## src/hw/rtl/utf8dc_pkg.sv

```systemverilog
// Shared types, constants and classification functions for the UTF-8 decoder.
`timescale 1ns / 1ps

package utf8dc_pkg;

  localparam int unsigned CpWidth  = 31;
  localparam int unsigned CntWidth = 3;

  typedef logic [CpWidth-1:0]  cp_t;
  typedef logic [CntWidth-1:0] cnt_t;

  typedef struct packed {
    cp_t  code_point;
    cnt_t seq_bytes;
    logic bad_lead;
  } dec_item_t;

  localparam logic [7:0] LeadMultiLo = 8'hC0;
  localparam logic [7:0] LeadBadLo   = 8'hFE;

  localparam cp_t GreekLowerLo    = 31'h3B1;
  localparam cp_t GreekLowerHi    = 31'h3C9;
  localparam cp_t CyrLowerLo      = 31'h430;
  localparam cp_t CyrLowerHi      = 31'h44F;
  localparam cp_t CyrLowerExtLo   = 31'h450;
  localparam cp_t CyrLowerExtHi   = 31'h45F;
  localparam cp_t CyrPairLo       = 31'h48B;
  localparam cp_t CyrPairHi       = 31'h52F;
  localparam cp_t OghamSpace      = 31'h1680;
  localparam cp_t MongolVowelSep  = 31'h180E;
  localparam cp_t NarrowNbsp      = 31'h202F;
  localparam cp_t ZeroWidthNbsp   = 31'hFEFF;

  localparam cp_t CaseOffset      = 31'h20;
  localparam cp_t CyrExtOffset    = 31'h50;

  function automatic logic in_range(cp_t v, cp_t lo, cp_t hi);
    in_range = (v >= lo) && (v <= hi);
  endfunction

  function automatic cnt_t lead_len(logic [7:0] b);
    if (b < 8'hE0) begin
      lead_len = 3'd1;
    end else if (b < 8'hF0) begin
      lead_len = 3'd2;
    end else if (b < 8'hF8) begin
      lead_len = 3'd3;
    end else if (b < 8'hFC) begin
      lead_len = 3'd4;
    end else begin
      lead_len = 3'd5;
    end
  endfunction

  function automatic logic odd_pair_range(cp_t c);
    odd_pair_range = c[0] && (in_range(c, 31'h101, 31'h17E) ||
                              in_range(c, 31'h461, 31'h481) ||
                              in_range(c, CyrPairLo, CyrPairHi));
  endfunction

  function automatic logic even_pair_range(cp_t c);
    even_pair_range = !c[0] && (in_range(c, 31'h100, 31'h17D) ||
                                in_range(c, 31'h460, 31'h480) ||
                                in_range(c, CyrPairLo - 31'd1, CyrPairHi - 31'd1));
  endfunction

  function automatic cp_t map_upper(cp_t c);
    if (in_range(c, 31'h61, 31'h7A) || in_range(c, 31'hE0, 31'hFE) ||
        in_range(c, GreekLowerLo, GreekLowerHi) || in_range(c, CyrLowerLo, CyrLowerHi)) begin
      map_upper = c - CaseOffset;
    end else if (in_range(c, CyrLowerExtLo, CyrLowerExtHi)) begin
      map_upper = c - CyrExtOffset;
    end else if (odd_pair_range(c)) begin
      map_upper = c - 31'd1;
    end else begin
      map_upper = c;
    end
  endfunction

  function automatic cp_t map_lower(cp_t c);
    if (in_range(c, 31'h41, 31'h5A) || in_range(c, 31'hC0, 31'hDE) ||
        in_range(c, GreekLowerLo - CaseOffset, GreekLowerHi - CaseOffset) ||
        in_range(c, CyrLowerLo - CaseOffset, CyrLowerHi - CaseOffset)) begin
      map_lower = c + CaseOffset;
    end else if (in_range(c, CyrLowerExtLo - CyrExtOffset, CyrLowerExtHi - CyrExtOffset)) begin
      map_lower = c + CyrExtOffset;
    end else if (even_pair_range(c)) begin
      map_lower = c + 31'd1;
    end else begin
      map_lower = c;
    end
  endfunction

  function automatic logic is_lower(cp_t c);
    is_lower = in_range(c, 31'h61, 31'h7A) ||
               ((c != 31'hF7) && in_range(c, 31'hE0, 31'hFE)) ||
               in_range(c, GreekLowerLo, GreekLowerHi) ||
               in_range(c, CyrLowerLo, CyrLowerExtHi) ||
               odd_pair_range(c);
  endfunction

  function automatic logic is_upper(cp_t c);
    is_upper = in_range(c, 31'h41, 31'h5A) ||
               ((c != 31'hD7) && in_range(c, 31'hC0, 31'hDE)) ||
               in_range(c, GreekLowerLo - CaseOffset, GreekLowerHi - CaseOffset) ||
               in_range(c, CyrLowerExtLo - CyrExtOffset, CyrLowerHi - CaseOffset) ||
               even_pair_range(c);
  endfunction

  function automatic logic is_space(cp_t c);
    is_space = in_range(c, 31'h09, 31'h0D) || (c == 31'h20) || (c == 31'hA0) ||
               (c == OghamSpace) || (c == MongolVowelSep) || (c == NarrowNbsp) ||
               (c == 31'h205F) || (c == 31'h3000) || (c == ZeroWidthNbsp) ||
               in_range(c, 31'h2000, 31'h200B);
  endfunction

endpackage

```

## src/hw/rtl/utf8dc_decode.sv

```systemverilog
// Byte-level sequence decoder: gathers continuation bytes into a code point.
`timescale 1ns / 1ps

module utf8dc_decode (
  input  logic                   clk,
  input  logic                   rst,
  input  logic                   byte_valid,
  input  logic [7:0]             byte_in,
  output logic                   byte_stall,
  output logic                   item_valid,
  output utf8dc_pkg::dec_item_t  item,
  input  logic                   item_ready
);

  utf8dc_pkg::cnt_t      pending_count, pending_count_next;
  utf8dc_pkg::cp_t       partial_point, partial_point_next;
  utf8dc_pkg::cnt_t      total_bytes, total_bytes_next;
  logic                  item_valid_next;
  utf8dc_pkg::dec_item_t item_calc;
  logic                  emit;
  logic                  accept;
  utf8dc_pkg::cnt_t      lead_k;
  utf8dc_pkg::cp_t       shifted;
  utf8dc_pkg::cnt_t      tot_inc;
  utf8dc_pkg::cnt_t      pend_dec;

  assign byte_stall = item_valid && !item_ready;
  assign accept     = byte_valid && !byte_stall;

  always_comb begin
    pending_count_next = pending_count;
    partial_point_next = partial_point;
    total_bytes_next   = total_bytes;
    emit               = 1'b0;
    item_calc          = '0;
    lead_k             = utf8dc_pkg::lead_len(byte_in);
    shifted            = {partial_point[24:0], byte_in[5:0]};
    tot_inc            = total_bytes + 3'd1;
    pend_dec           = pending_count - 3'd1;
    if (accept) begin
      if (pending_count != 3'd0) begin
        pending_count_next = pend_dec;
        if (pend_dec == 3'd0) begin
          emit                 = 1'b1;
          item_calc.code_point = shifted;
          item_calc.seq_bytes  = tot_inc;
          partial_point_next   = '0;
          total_bytes_next     = '0;
        end else begin
          partial_point_next = shifted;
          total_bytes_next   = tot_inc;
        end
      end else if (byte_in < utf8dc_pkg::LeadMultiLo) begin
        emit                 = 1'b1;
        item_calc.code_point = {24'd0, byte_in[6:0]};
        item_calc.seq_bytes  = 3'd1;
      end else if (byte_in >= utf8dc_pkg::LeadBadLo) begin
        emit                 = 1'b1;
        item_calc.seq_bytes  = 3'd1;
        item_calc.bad_lead   = 1'b1;
      end else begin
        pending_count_next = lead_k;
        partial_point_next = {24'd0, byte_in[6:0] & (7'h7F >> lead_k)};
        total_bytes_next   = 3'd1;
      end
    end
  end

  always_comb begin
    if (accept && emit) begin
      item_valid_next = 1'b1;
    end else if (item_ready) begin
      item_valid_next = 1'b0;
    end else begin
      item_valid_next = item_valid;
    end
  end

  always_ff @(posedge clk) begin
    if (rst) begin
      pending_count <= '0;
      partial_point <= '0;
      total_bytes   <= '0;
      item_valid    <= 1'b0;
    end else begin
      pending_count <= pending_count_next;
      partial_point <= partial_point_next;
      total_bytes   <= total_bytes_next;
      item_valid    <= item_valid_next;
    end
  end

  always_ff @(posedge clk) begin
    if (accept && emit) begin
      item <= item_calc;
    end
  end

  a_pending_bound: assert property (@(posedge clk) disable iff (rst)
    pending_count <= 3'd5)
    else $error("pending continuation count out of range");

  a_sequence_length: assert property (@(posedge clk) disable iff (rst)
    (pending_count != 3'd0) |-> ((total_bytes != 3'd0) &&
                                 ({1'b0, total_bytes} + {1'b0, pending_count} <= 4'd6)))
    else $error("sequence length bookkeeping inconsistent");

  a_bad_lead_item: assert property (@(posedge clk) disable iff (rst)
    (item_valid && item.bad_lead) |-> ((item.code_point == '0) && (item.seq_bytes == 3'd1)))
    else $error("bad lead item carries a code point");

  a_item_bytes: assert property (@(posedge clk) disable iff (rst)
    item_valid |-> ((item.seq_bytes != 3'd0) && (item.seq_bytes != 3'd7)))
    else $error("item byte count out of range");

endmodule

```

## src/hw/rtl/utf8dc_classify.sv

```systemverilog
// Result stage: case mapping and character class flags of a decoded code point.
`timescale 1ns / 1ps

module utf8dc_classify (
  input  logic                   clk,
  input  logic                   rst,
  input  logic                   item_valid,
  input  utf8dc_pkg::dec_item_t  item,
  output logic                   item_ready,
  output logic                   result_valid,
  input  logic                   result_stall,
  output utf8dc_pkg::cp_t        code_point,
  output utf8dc_pkg::cnt_t       seq_bytes,
  output utf8dc_pkg::cp_t        upper_form,
  output utf8dc_pkg::cp_t        lower_form,
  output logic                   lower_flag,
  output logic                   upper_flag,
  output logic                   space_flag,
  output logic                   bad_lead
);

  logic result_valid_next;
  logic load;

  assign item_ready = !result_valid || !result_stall;
  assign load       = item_valid && item_ready;

  always_comb begin
    if (item_ready) begin
      result_valid_next = item_valid;
    end else begin
      result_valid_next = result_valid;
    end
  end

  always_ff @(posedge clk) begin
    if (rst) begin
      result_valid <= 1'b0;
    end else begin
      result_valid <= result_valid_next;
    end
  end

  always_ff @(posedge clk) begin
    if (load) begin
      code_point <= item.code_point;
      seq_bytes  <= item.seq_bytes;
      upper_form <= utf8dc_pkg::map_upper(item.code_point);
      lower_form <= utf8dc_pkg::map_lower(item.code_point);
      lower_flag <= utf8dc_pkg::is_lower(item.code_point);
      upper_flag <= utf8dc_pkg::is_upper(item.code_point);
      space_flag <= utf8dc_pkg::is_space(item.code_point);
      bad_lead   <= item.bad_lead;
    end
  end

  a_flags_exclusive: assert property (@(posedge clk) disable iff (rst)
    result_valid |-> !(lower_flag && upper_flag))
    else $error("code point flagged both lower and upper case");

  a_bad_lead_plain: assert property (@(posedge clk) disable iff (rst)
    (result_valid && bad_lead) |->
      ((upper_form == '0) && (lower_form == '0) && !lower_flag && !upper_flag && !space_flag))
    else $error("bad lead result carries mappings or flags");

endmodule

```

## src/hw/rtl/utf8_decode_classify_core.sv

```systemverilog
// Top level of the streaming UTF-8 decoder with case mapping and classification.
//
//   channel   direction  handshake                  payload
//   byte      in         byte_valid / byte_stall    byte_in
//   result    out        result_valid / result_stall code_point, seq_bytes, upper_form,
//                                                   lower_form, lower_flag, upper_flag,
//                                                   space_flag, bad_lead
//
// One byte is taken every cycle while result_stall is low.
// A result is held in the decode register, then in the result register, after its final byte.
// Bytes that leave a sequence open produce no result.
// Reset clears the partial code point, counts and both valid flags.
// byte_stall rises only when both stage registers hold items and result_stall is high.
`timescale 1ns / 1ps

module utf8_decode_classify_core (
  input  logic                    clk,
  input  logic                    rst,
  input  logic                    byte_valid,
  output logic                    byte_stall,
  input  logic [7:0]              byte_in,
  output logic                    result_valid,
  input  logic                    result_stall,
  output utf8dc_pkg::cp_t         code_point,
  output utf8dc_pkg::cnt_t        seq_bytes,
  output utf8dc_pkg::cp_t         upper_form,
  output utf8dc_pkg::cp_t         lower_form,
  output logic                    lower_flag,
  output logic                    upper_flag,
  output logic                    space_flag,
  output logic                    bad_lead
);

  logic                  item_valid;
  logic                  item_ready;
  utf8dc_pkg::dec_item_t item;

  utf8dc_decode u_decode (
    .clk        (clk),
    .rst        (rst),
    .byte_valid (byte_valid),
    .byte_in    (byte_in),
    .byte_stall (byte_stall),
    .item_valid (item_valid),
    .item       (item),
    .item_ready (item_ready)
  );

  utf8dc_classify u_classify (
    .clk          (clk),
    .rst          (rst),
    .item_valid   (item_valid),
    .item         (item),
    .item_ready   (item_ready),
    .result_valid (result_valid),
    .result_stall (result_stall),
    .code_point   (code_point),
    .seq_bytes    (seq_bytes),
    .upper_form   (upper_form),
    .lower_form   (lower_form),
    .lower_flag   (lower_flag),
    .upper_flag   (upper_flag),
    .space_flag   (space_flag),
    .bad_lead     (bad_lead)
  );

endmodule

```

## config.mk

```make
export PLATFORM = sky130hd
export DESIGN_NAME = utf8_decode_classify_core
export DESIGN_NICKNAME = d
export VERILOG_FILES = /design/src/hw/rtl/utf8dc_pkg.sv /design/src/hw/rtl/utf8dc_decode.sv /design/src/hw/rtl/utf8dc_classify.sv /design/src/hw/rtl/utf8_decode_classify_core.sv
export SDC_FILE = /design/constraint.sdc
export NUM_CORES = 1
export LEC_CHECK = 0
export BUFFER_PORTS_ARGS = -buffer_cell sky130_fd_sc_hd__buf_4
export CORE_MARGIN = 5
export CORE_UTILIZATION = 55
export CTS_CLUSTER_SIZE = 24
export DETAILED_ROUTE_END_ITERATION = 8
export PLACE_DENSITY_LB_ADDON = 0.08
export SYNTH_ARGS = -nofsm -noshare
export SYNTH_HDL_FRONTEND = slang
export SYNTH_HIERARCHICAL = 1
export SYNTH_SLANG_ARGS = --single-unit
```

## constraint.sdc

```tcl
create_clock -name clk -period 6.3 [get_ports clk]
set_input_delay 1.575 -clock clk [delete_from_list [all_inputs] [get_ports clk]]
set_output_delay 1.575 -clock clk [all_outputs]
set_load 0.05 [all_outputs]
```

==> flow_summary.json, run 1 <==
{
  "globalplace.congestion": 1.063,
  "worstSetupEndpointType": "flop",
  "numPortBuffers": 113,
  "crit-reg2reg-launch": "u_decode/item[31]$_SDFFCE_PN0P_",
  "final.setup.tns_ns": 0,
  "number_of_nets_in_the_synthesized_netlist": 783,
  "static-leakage-power_uw": 0.003702,
  "core_region_area_mm2": 0.01520,
  "multiInputGateArea_mm2": 0.003491,
  "global_route.overflow_total": 0,
  "synthesis.area_mm2": 0.008549,
  "place.detailed.hpwl_um": 17480,
  "post-route-drc-count": 0,
  "crit_path_max_fo": 13,
  "crit_path_arrival_time_ns": 4.31,
  "insertion_delay_ns": 0.43,
  "post_drt_via_cell_ratio": 6.589,
  "ys_dominant_reg_cell": "sky130_fd_sc_hd__edfxtp_1",
  "synth_async_sr_flop_share_pct": 0,
  "synth_cell_types": 88,
  "clk_root_buffer_cell": "sky130_fd_sc_hd__clkbuf_16",
  "timing.setup.critical_path_class": "flop to flop",
  "grt_antenna_before_repair": 0,
  "placement.setup.worst_slack_ns": 2.387,
  "max_cap_violations": 0,
  "cts.path.max_buffers": 2,
  "final.min_clock_period_ns": 4.039,
  "grt_pass1_vias": 6589,
  "critical_path.cell_chain": "nor4_4, nand3_1, or3_1, or4_1, a21oi_1, or3_4, nand3_1, nand2b_1",
  "n_antenna_cell": 0,
  "number_of_enable_type_register_cells_in_the_synthesized_netlist": 135,
  "worst_hold_path_endpoint": "u_classify/bad_lead$_DFFE_PP_",
  "outcome": "completed",
  "drv_slew": 0,
  "critical_path.slowest_cell": "sky130_fd_sc_hd__nand3_1",
  "timing.critical_path.max_delay_family": "simple AND/OR/NAND/NOR gates",
  "ff_latch_area_mm2": 0.004715,
  "synth-seq-area-share_pct": 55.14,
  "pwr_density_cell_mw_per_mm2": 294.1,
  "max-vdd-ir-drop_mv": 0.2270,
  "worst_hold_path_type": "flop to flop",
  "floorplan.io_pins": 114,
  "layout_worst_path_cycle_share_pct": 64.10,
  "ctsHtreeMaxLevel": 4,
  "wire_length_of_the_first_global_routing_pass_um": 38240,
  "setup_violations": 0,
  "cts_buffers": 17,
  "r2r_end": "u_classify/upper_form[18]$_DFFE_PP_",
  "fp-row-count": 45,
  "timing_worst_slew_pin_value_ns": 1.222,
  "nNetsFinal": 858,
  "startpoint_type": "flop",
  "post_synth_top_area_cell": "sky130_fd_sc_hd__edfxtp_1",
  "globalRouteTotalUtil_pct": 27.45,
  "areaGrowthSynthToFinish_pct": 16.74,
  "cp.buffers_inverters": 0,
  "finalClockSkew_ns": 0.01172,
  "postCtsHoldBufs": 0,
  "synth_area_leaders": "sky130_fd_sc_hd__edfxtp_1 47%, sky130_fd_sc_hd__dfxtp_1 7.7%, sky130_fd_sc_hd__and2_1 2.8%, sky130_fd_sc_hd__ha_1 2.8%, sky130_fd_sc_hd__clkbuf_1 2.0%",
  "cpMostUsedCell": "sky130_fd_sc_hd__nand3_1",
  "timing.fmax_mhz": 247.6,
  "timing.hold.worst.start": "u_decode/item[0]$_SDFFCE_PP0P_",
  "synth_largest_type_area_fraction_pct": 47.42,
  "rsz_0062_raised_after_global_routing": "false",
  "worst_r2r_path_depth": 8,
  "detail_route.first_pass.iterations": 7,
  "cts.repair_timing.setup_buffer_count": 0,
  "hold_viol": 0,
  "r2r_setup_slack_ns": 2.26,
  "clk_pin_slew_ns": 0.07,
  "placedInstanceArea_mm2": 0.009394,
  "cts-resized-gates": 0,
  "initial_util_pct": 56.24,
  "yosys_register_bits": 168,
  "relSlewSlack_pct": 18.34,
  "grt_start_max_net_pins": 52,
  "detailroute.via_count": 6774,
  "synthesis.area_per_instance_um2": 11.37,
  "total_power_uw": 2936,
  "depth_of_the_worst_hold_timing_path": 0,
  "drive_gt1_share_pct": 23.45,
  "crit_required_ns": 6.57,
  "antenna_left": 0,
  "average_detailed_routed_wire_length_per_instance_um": 24.08,
  "filler_cell_count": 1173,
  "numClockSinks": 168,
  "worst_path_largest_cell_delay_ns": 0.53,
  "vertical_extent_of_the_die_um": 134.7,
  "routed_wirelength_um": 24750,
  "synth_cells": 752,
  "final.setup.worst_slack_ns": 2.261,
  "final_area_mm2": 0.009981,
  "ys_warns": 6,
  "initialDrtViolationCount": 603,
  "dieArea_mm2": 0.01814,
  "hold_ws_ns": 0.4278,
  "clock_tree_from_tritoncts": "done",
  "die_x_um": 134.7
}
[flip-flops by register name, indices dropped and copies added (netlist names)]
signal and cells:
u_classify/bad_lead 1, u_classify/code_point 31, u_classify/lower_flag 1, u_classify/lower_form 31, u_classify/result_valid 1, u_classify/seq_bytes 3, u_classify/space_flag 1, u_classify/upper_flag 1
u_classify/upper_form 31, u_decode/item 35, u_decode/item_valid 1, u_decode/partial_point 25, u_decode/pending_count 3, u_decode/total_bytes 3
[how the worst max path moves through the flow]
stage,from,to,slack [ns],depth (start not counted)
after global routing,u_decode/item[31]$_SDFFCE_PN0P_,u_classify/upper_form[18]$_DFFE_PP_,2.02,8
after global placement,result_stall,byte_stall,2.43,5
final,u_decode/item[31]$_SDFFCE_PN0P_,u_classify/upper_form[18]$_DFFE_PP_,2.26,8
after detailed placement,u_decode/item[31]$_SDFFCE_PN0P_,u_classify/upper_form[18]$_DFFE_PP_,2.39,8
after CTS,u_decode/item[31]$_SDFFCE_PN0P_,u_classify/upper_form[18]$_DFFE_PP_,2.35,8
after floorplan,result_stall,u_classify/bad_lead$_DFFE_PP_,1.87,2
[layout make-up]
cell class	count	share of cell area [%]
Tap cell	188	2.357
Inverter	18	0.6769
Sequential cell	168	47.24
Clock inverter	14	1.479
Clock buffer	18	4.400
Timing Repair Buffer	118	8.876
Multi-Input combinational cell	504	34.98
[power by group]
part           internal (uW)  switching, uW  leakage (uW)
registers               1300            102       0.00153
logic                    144            367       0.00188
clock network            540            478      0.000283
[per-stage QoR]
stage | instances | util [%]
after floorplan | 752 | -
after global placement | 996 | 61.79
after detailed placement | 996 | 61.79
after CTS | 1028 | 65.65
after global routing | 1028 | 65.65
final | 1028 | 65.65
[placed cells by master (no fill, tap or decap), drive strengths merged, types with 21 or more instances in the layout]
cell	Yosys	layout
dfxtp	33	33
nor2	38	38
nor3	30	30
a22o	23	23
nand4	21	21
edfxtp	135	135
buf	16	118
nand2	34	34
a21oi	30	30
nand3	28	28
o21ai	25	25
and2	39	39
inv	18	27
[cell usage after synthesis (all sizes together), types with 3 or more instances]
cell type  instances
a22oi              3
or2               13
clkbuf            46
edfxtp           135
o21a               7
and3              16
o31ai              5
a21o               5
and4               5
nand4             21
a211oi            13
o21bai             4
o211ai             5
or3                9
nor3              30
nand2b            18
nor4              20
nand2             34
o2111ai            3
inv               18
or4                9
nor3b              6
buf               16
a21oi             30
mux2i              4
mux2               3
o211a              6
o21ai             25
a2111oi            4
nor2b             10
a22o              23
nor2              38
xnor2              6
a31oi              3
and2              39
nand3             28
ha                19
dfxtp             33
o41ai              4
[logic make-up after synthesis]
family          after synthesis  share of synthesized area, %
compound gates              164                         14.83
xor+xnor                      8                        0.8196
fa+ha+maj                    19                         2.781
buf+inv                      80                         4.186
flops                       168                         55.14
mux                           7                        0.8634
simple gates                306                         21.38
[per-layer routing]
layer	GRT usage, %	share of wire [%]
met5	0	0
met4	10.52	3.3
met3	7.675	8.6
met1	35.96	40
met2	43.64	48
[worst reg2reg max path: cells and delay by family, from the launching register on]
kind	cells	cell delay, ns
compound gates	1	0.33
simple gates	7	3.06
flops	1	0.50
No activity file was read; power rests on OpenSTA's default activity.
==> run 2: changes to the inputs <==
--- a/config.mk
+++ b/config.mk
@@ -5,9 +5,10 @@
 export SDC_FILE = /design/constraint.sdc
 export NUM_CORES = 1
 export LEC_CHECK = 0
+export ABC_AREA = 1
 export BUFFER_PORTS_ARGS = -buffer_cell sky130_fd_sc_hd__buf_4
 export CORE_MARGIN = 5
-export CORE_UTILIZATION = 55
+export CORE_UTILIZATION = 53
 export CTS_CLUSTER_SIZE = 24
 export DETAILED_ROUTE_END_ITERATION = 8
 export PLACE_DENSITY_LB_ADDON = 0.08
==> constraint.sdc (replaced) <==
create_clock -name clk -period 3.3 [get_ports clk]
set_input_delay 0.825 -clock clk [delete_from_list [all_inputs] [get_ports clk]]
set_output_delay 0.825 -clock clk [all_outputs]
set_load 0.05 [all_outputs]
==> run 2 against run 1 <==
Net effect:
- global-route usage down 0.25 points
- register-to-register slack got worse by 2.1 ns
- combinational power rose to 2.5 times the previous value
- critical path type unchanged
- wire length grew 8.3%
- final cell count up 36%
- critical endpoint is now u_classify/upper_form[9]$_DFFE_PP_
- synthesized cell count is 39% higher
- via count increased by 15%
- sequential power is 87% higher
- clock power rose by 92%
==> flow_summary.json, run 2 <==
{
  "outcome": "completed",
  "hold_ws_ns": 0.4165,
  "hold_viol": 0,
  "grt_pass1_vias": 7178,
  "number_of_enable_type_register_cells_in_the_synthesized_netlist": 135,
  "global_route.overflow_total": 0,
  "relSlewSlack_pct": 54.35,
  "static-leakage-power_uw": 0.004405,
  "r2r_setup_slack_ns": 0.21,
  "pwr-share-seq_pct": 44.9,
  "yosys_register_bits": 168,
  "cts_buffers": 17,
  "floorplan.io_pins": 114,
  "rsz_0062_raised_after_global_routing": "false",
  "fp-row-count": 47,
  "dieArea_mm2": 0.01966,
  "final_cell_mix": "267 x sky130_fd_sc_hd__nand2_1, 144 x sky130_fd_sc_hd__buf_4, 135 x sky130_fd_sc_hd__edfxtp_1",
  "pwr_density_cell_mw_per_mm2": 549.8,
  "crit-reg2reg-launch": "u_decode/item[9]$_SDFFCE_PN0P_",
  "synth-seq-area-share_pct": 52.46,
  "ctsHtreeMaxLevel": 4,
  "largest_reg_flops": 35,
  "setup_violations": 0,
  "synth_cell_types": 49,
  "register_bank_with_the_most_flops": "u_decode/item",
  "worst_path_largest_cell_delay_ns": 0.53,
  "grt_antenna_before_repair": 0,
  "timing.setup.critical_path_class": "flop to flop",
  "cts.repair_timing.setup_buffer_count": 0,
  "filler_cell_count": 1408,
  "insertion_delay_ns": 0.44,
  "worstSetupEndpointType": "flop",
  "synth_largest_type_area_fraction_pct": 45.11,
  "post-route-drc-count": 0,
  "numPortBuffers": 113,
  "ys_warns": 6,
  "postCtsHoldBufs": 0,
  "share_clk_of_total_power_pct": 33.2,
  "globalRouteTotalUtil_pct": 27.21,
  "place.detailed.hpwl_um": 20360,
  "core_region_area_mm2": 0.01658,
  "cts-resized-gates": 0,
  "depth_of_the_worst_hold_timing_path": 0,
  "final_common_cell": "sky130_fd_sc_hd__nand2_1",
  "number_of_nets_in_the_synthesized_netlist": 1078,
  "synthTopCellsByCount": "267 x sky130_fd_sc_hd__nand2_1, 135 x sky130_fd_sc_hd__edfxtp_1, 128 x sky130_fd_sc_hd__nor2_1",
  "timing_worst_slew_pin_value_ns": 0.6848,
  "final.min_clock_period_ns": 3.094,
  "globalplace.congestion": 1.042,
  "finalClockSkew_ns": 0.01916,
  "timing.hold.worst.start": "u_decode/item[2]$_SDFFCE_PN0P_",
  "post_synth_top_area_cell": "sky130_fd_sc_hd__edfxtp_1",
  "swShare_pct": 34.45,
  "synth_async_sr_flop_share_pct": 0,
  "post-synth-top-count-cell": "sky130_fd_sc_hd__nand2_1",
  "r2r_end": "u_classify/upper_form[9]$_DFFE_PP_",
  "die_x_um": 140.2,
  "drive_gt1_share_pct": 22.41,
  "cts.path.max_buffers": 2,
  "worst_hold_path_endpoint": "u_classify/seq_bytes[1]$_DFFE_PP_",
  "antenna_left": 0,
  "grt_start_max_net_pins": 51,
  "final.setup.tns_ns": 0,
  "routed_wirelength_um": 26800,
  "detail_route.first_pass.iterations": 6,
  "worst_hold_path_type": "flop to flop",
  "switchingPower_uw": 2028,
  "wire_length_of_the_first_global_routing_pass_um": 41360,
  "synthesis.area_mm2": 0.008987,
  "numClockSinks": 168,
  "critical_path.cell_chain": "inv_1, ha_1, inv_1, a21oi_1, o21ai_0, nand2_1, nand3_1, nand2_1, nand3_1, nand3_1, o21ai_1, o21ai_0, nand2_1",
  "clk_pin_slew_ns": 0.07,
  "share_comb_of_total_power_pct": 21.8,
  "synth_area_leaders": "sky130_fd_sc_hd__edfxtp_1 45%, sky130_fd_sc_hd__nand2_1 11%, sky130_fd_sc_hd__dfxtp_1 7.4%, sky130_fd_sc_hd__nor2_1 5.3%, sky130_fd_sc_hd__inv_1 4.2%",
  "synthesis.area_per_instance_um2": 8.584,
  "clock_tree_from_tritoncts": "done",
  "vertical_extent_of_the_die_um": 140.2,
  "average_detailed_routed_wire_length_per_instance_um": 19.17,
  "layout_worst_path_cycle_share_pct": 93.77,
  "timing.fmax_mhz": 323.2,
  "startpoint_type": "flop",
  "max_cap_violations": 0,
  "crit_path_max_fo": 10,
  "clk_root_buffer_cell": "sky130_fd_sc_hd__clkbuf_16",
  "worst_r2r_path_depth": 13,
  "ys_dominant_reg_cell": "sky130_fd_sc_hd__edfxtp_1",
  "initial_util_pct": 54.19,
  "n_antenna_cell": 0,
  "crit_required_ns": 3.47,
  "synth_cells": 1047,
  "post_drt_via_cell_ratio": 5.582,
  "areaGrowthSynthToFinish_pct": 19.11,
  "drv_slew": 0,
  "nNetsFinal": 1196,
  "detailroute.via_count": 7803,
  "max-vdd-ir-drop_mv": 0.3851,
  "initialDrtViolationCount": 989,
  "critical_path.slowest_cell": "sky130_fd_sc_hd__edfxtp_1",
  "crit_path_arrival_time_ns": 3.27,
  "power.internal_uw": 3858
}
==> run 2: worst max path at each step <==
stage | slack (ns) | endpoint | from
final | 0.21 | u_classify/upper_form[9]$_DFFE_PP_ | u_decode/item[9]$_SDFFCE_PN0P_
after detailed placement | 0.30 | u_classify/upper_form[9]$_DFFE_PP_ | u_decode/item[9]$_SDFFCE_PN0P_
after global placement | 0.38 | u_classify/upper_form[4]$_DFFE_PP_ | u_decode/item[9]$_SDFFCE_PN0P_
after floorplan | 0.39 | u_classify/bad_lead$_DFFE_PP_ | result_stall
after CTS | 0.28 | u_classify/upper_form[9]$_DFFE_PP_ | u_decode/item[9]$_SDFFCE_PN0P_
after global routing | 0.03 | u_classify/upper_form[6]$_DFFE_PP_ | u_decode/item[9]$_SDFFCE_PN0P_
==> run 2: cell type report <==
type	instances	area, um^2	share of cell area, %
sequential	168	4715	44.04
multi-input combinational	705	3558	33.24
timing repair buffer	144	1081	10.10
inverter	129	493.0	4.605
clock buffer	17	425.4	3.974
tap	220	275.3	2.571
clock inverter	15	157.7	1.473
==> run 2: cell families (layout without fill, tap and decap cells) <==
kind of cell,Yosys count,in the layout,synth area share (%)
AND/OR/NAND/NOR,567,567,29.05
buffers and inverters,174,305,8.075
AO/OA/AOI/OAI,103,103,6.209
flip-flops,168,168,52.46
adder cells (fa/ha/maj),19,19,2.645
XOR/XNOR,16,16,1.559
==> run 2: through the flow <==
stage          area, um^2  std cells  worst slack, ns  util (%)  power (uW)
3_5_place_dp        10120       1366           0.2954     61.04        3958
4_1_cts             10710       1398           0.2772     64.55        5898
6_report            10710       1398           0.2056     64.55        5885
2_1_floorplan        8999       1047           0.3886         -        3566
5_1_grt             10710       1398          0.03364     64.55        6140
3_3_place_gp        10120       1366           0.3813     61.04        3955
==> run 2: power by group through the flow <==
stage / clock [uW] / combinational, uW / sequential (uW)
detailed placement: 0 / 1270 / 2690
global placement: 0 / 1270 / 2690
finish: 1960 / 1290 / 2640
CTS: 1980 / 1270 / 2650
global route: 2100 / 1370 / 2670
floorplan: 0 / 641 / 2930
==> run 2: worst max-delay path: cells and delay by family (launching register included) <==
family / cells / cell delay, ns
adder cells (fa/ha/maj): 1 / 0.29
flip-flops: 1 / 0.53
AND/OR/NAND/NOR: 6 / 0.76
buffers and inverters: 2 / 0.50
AO/OA/AOI/OAI: 4 / 0.77
==> run 2: per-layer routing <==
layer | vias to the layer above | wire length, um | track usage [%] | share of wire, %
met5 | - | 0 | 0 | 0
met2 | 471 | 11860 | 41.20 | 44
li1 | 3659 | - | - | -
met1 | 3614 | 11570 | 39.44 | 43
met3 | 59 | 2567 | 5.283 | 9.6
met4 | 0 | 794 | 9.179 | 3.0
==> run 3: changes to the inputs <==
--- a/config.mk
+++ b/config.mk
@@ -5,10 +5,10 @@
 export SDC_FILE = /design/constraint.sdc
 export NUM_CORES = 1
 export LEC_CHECK = 0
-export ABC_AREA = 1
 export BUFFER_PORTS_ARGS = -buffer_cell sky130_fd_sc_hd__buf_4
+export CAP_MARGIN = 40
 export CORE_MARGIN = 5
-export CORE_UTILIZATION = 53
+export CORE_UTILIZATION = 52
 export CTS_CLUSTER_SIZE = 24
 export DETAILED_ROUTE_END_ITERATION = 8
 export PLACE_DENSITY_LB_ADDON = 0.08
==> run 3 against run 2 <==
Net effect:
- critical path type unchanged
- setup slack got worse by 0.17 ns
- total power rose by 2.4%
- non-clock buffer count rose by 110
- hold slack improved by 0.015 ns
- maximum frequency fell by 5.1%
- register-to-register slack got worse by 0.17 ns
- sequential cell count did not move
- die area fell by 2.8%
- first-iteration DRC count fell by 7.7%
- final cell count fell by 15%
==> flow_summary.json, run 3 (synthesis results as in run 1) <==
{
  "setup.worst_path.end": "u_classify/upper_form[1]$_DFFE_PP_",
  "relSlewSlack_pct": 53.36,
  "final.setup.worst_slack_ns": 0.03791,
  "clock_tree_from_tritoncts": "done",
  "insertion_delay_ns": 0.43,
  "globalplace.congestion": 0.9991,
  "initial_util_pct": 53.43,
  "finalClockSkew_ns": 0.007147,
  "timing.fmax_mhz": 306.6,
  "global_route.overflow_total": 0,
  "numPortBuffers": 113,
  "timing_worst_slew_pin_value_ns": 0.6996,
  "average_detailed_routed_wire_length_per_instance_um": 24.84,
  "grt_antenna_before_repair": 0,
  "hold_ws_ns": 0.4318,
  "post_drt_via_cell_ratio": 6.270,
  "cts.path.max_buffers": 2,
  "floorplan.io_pins": 114,
  "pwr_density_cell_mw_per_mm2": 533.7,
  "antenna_left": 0,
  "crit-reg2reg-launch": "u_decode/item[30]$_SDFFCE_PN0P_",
  "detailroute.via_count": 7474,
  "final.setup.tns_ns": 0,
  "vertical_extent_of_the_die_um": 138.2,
  "post-route-drc-count": 0,
  "max-vdd-ir-drop_mv": 0.4642,
  "nNetsFinal": 994,
  "core_region_area_mm2": 0.01600,
  "clk_root_buffer_cell": "sky130_fd_sc_hd__clkbuf_16",
  "n_antenna_cell": 0,
  "hold_viol": 0,
  "drv_slew": 0,
  "crit_path_max_fo": 9,
  "wire_length_of_the_first_global_routing_pass_um": 44710,
  "layout_worst_path_cycle_share_pct": 98.85,
  "crit_path_arrival_time_ns": 3.43,
  "worstSetupEndpointType": "flop",
  "dieArea_mm2": 0.01911,
  "max_cap_violations": 0,
  "worst_hold_path_type": "flop to flop",
  "filler_cell_count": 1168,
  "fp-row-count": 46,
  "final.min_clock_period_ns": 3.262,
  "place.detailed.hpwl_um": 22290,
  "clk_pin_slew_ns": 0.07,
  "timing.critical_path.from": "u_decode/item[30]$_SDFFCE_PN0P_",
  "timing.setup.critical_path_class": "flop to flop",
  "die_x_um": 138.2,
  "detail_route.first_pass.iterations": 5,
  "initialDrtViolationCount": 913,
  "placement.setup.worst_slack_ns": -0.06592,
  "drive_gt1_share_pct": 35.86,
  "areaGrowthSynthToFinish_pct": 32.11,
  "final_common_cell": "sky130_fd_sc_hd__buf_4",
  "crit_required_ns": 3.47,
  "cts_buffers": 17,
  "numClockSinks": 168,
  "r2r_setup_slack_ns": 0.04,
  "r2r_end": "u_classify/upper_form[1]$_DFFE_PP_",
  "routed_wirelength_um": 29610,
  "largest_reg_flops": 35,
  "multiInputGateArea_mm2": 0.003633,
  "setup_violations": 0,
  "postCtsHoldBufs": 0,
  "final_cell_mix": "248 x sky130_fd_sc_hd__buf_4, 135 x sky130_fd_sc_hd__edfxtp_1, 37 x sky130_fd_sc_hd__and2_1",
  "register_bank_with_the_most_flops": "u_decode/item",
  "utilization_pct": 70.59,
  "outcome": "completed",
  "grt_pass1_vias": 7322,
  "ctsHtreeMaxLevel": 4,
  "static-leakage-power_uw": 0.004430,
  "globalRouteTotalUtil_pct": 30.11,
  "ff_latch_area_mm2": 0.004715,
  "worst_r2r_path_depth": 10,
  "grt_start_max_net_pins": 50,
  "startpoint_type": "flop"
}
## run 3: what timing repair did
item,4_1_cts,5_1_grt
pin swaps,0,4
endpoints found under the setup margin,4,24
setup buffers,3,13
resized for setup,3,27
## run 3: how the worst min path moves through the flow
stage / startpoint / to / depth (start not counted)
floorplan: u_decode/item[0]$_SDFFCE_PP0P_ / u_classify/bad_lead$_DFFE_PP_ / 0
global placement: u_decode/item[3]$_SDFFCE_PN0P_ / u_classify/seq_bytes[2]$_DFFE_PP_ / 0
detailed placement: u_decode/item[0]$_SDFFCE_PP0P_ / u_classify/bad_lead$_DFFE_PP_ / 0
CTS: u_decode/item[0]$_SDFFCE_PP0P_ / u_classify/bad_lead$_DFFE_PP_ / 0
global route: u_decode/item[0]$_SDFFCE_PP0P_ / u_classify/bad_lead$_DFFE_PP_ / 0
finish: u_decode/item[0]$_SDFFCE_PP0P_ / u_classify/bad_lead$_DFFE_PP_ / 0
## run 3: where the power goes
group          switching [uW]  internal, uW
clock                     972          1160
sequential                103          2490
combinational             878           429
## run 3: layer usage
layer,up-vias,GRT usage [%],wire length (um)
li1,3284,-,-
met1,3617,39.61,11600
met2,491,50.23,14400
met3,82,6.103,2647
met4,0,9.880,958
met5,-,0,0
## run 3: area by class of cell
cell class	count	share of cell area (%)
clock buffer	19	4.110
clock inverter	13	1.518
inverter	18	0.5982
multi-input combinational	504	32.17
sequential	168	41.74
tap	216	2.393
timing repair buffer	254	17.47
## run 3: worst max-delay path, stage by stage (launching register included)
cell and delay (ns):
sky130_fd_sc_hd__edfxtp_1 0.49, sky130_fd_sc_hd__or4_4 0.60, sky130_fd_sc_hd__buf_4 0.20, sky130_fd_sc_hd__nor3_1 0.51
sky130_fd_sc_hd__buf_4 0.26, sky130_fd_sc_hd__o41ai_1 0.10, sky130_fd_sc_hd__a21oi_1 0.19, sky130_fd_sc_hd__or3_4 0.21
sky130_fd_sc_hd__buf_4 0.20, sky130_fd_sc_hd__nor2_1 0.08, sky130_fd_sc_hd__mux2i_1 0.16
## run 3: per-stage QoR
step           area, um^2  total power [uW]  cells
6_report            11290              6028   1192
5_1_grt             11290              6200   1192
4_1_cts             11080              5987   1179
3_5_place_dp        10390              3879   1144
3_3_place_gp        10390              3853   1144
2_1_floorplan        8554              3371    752
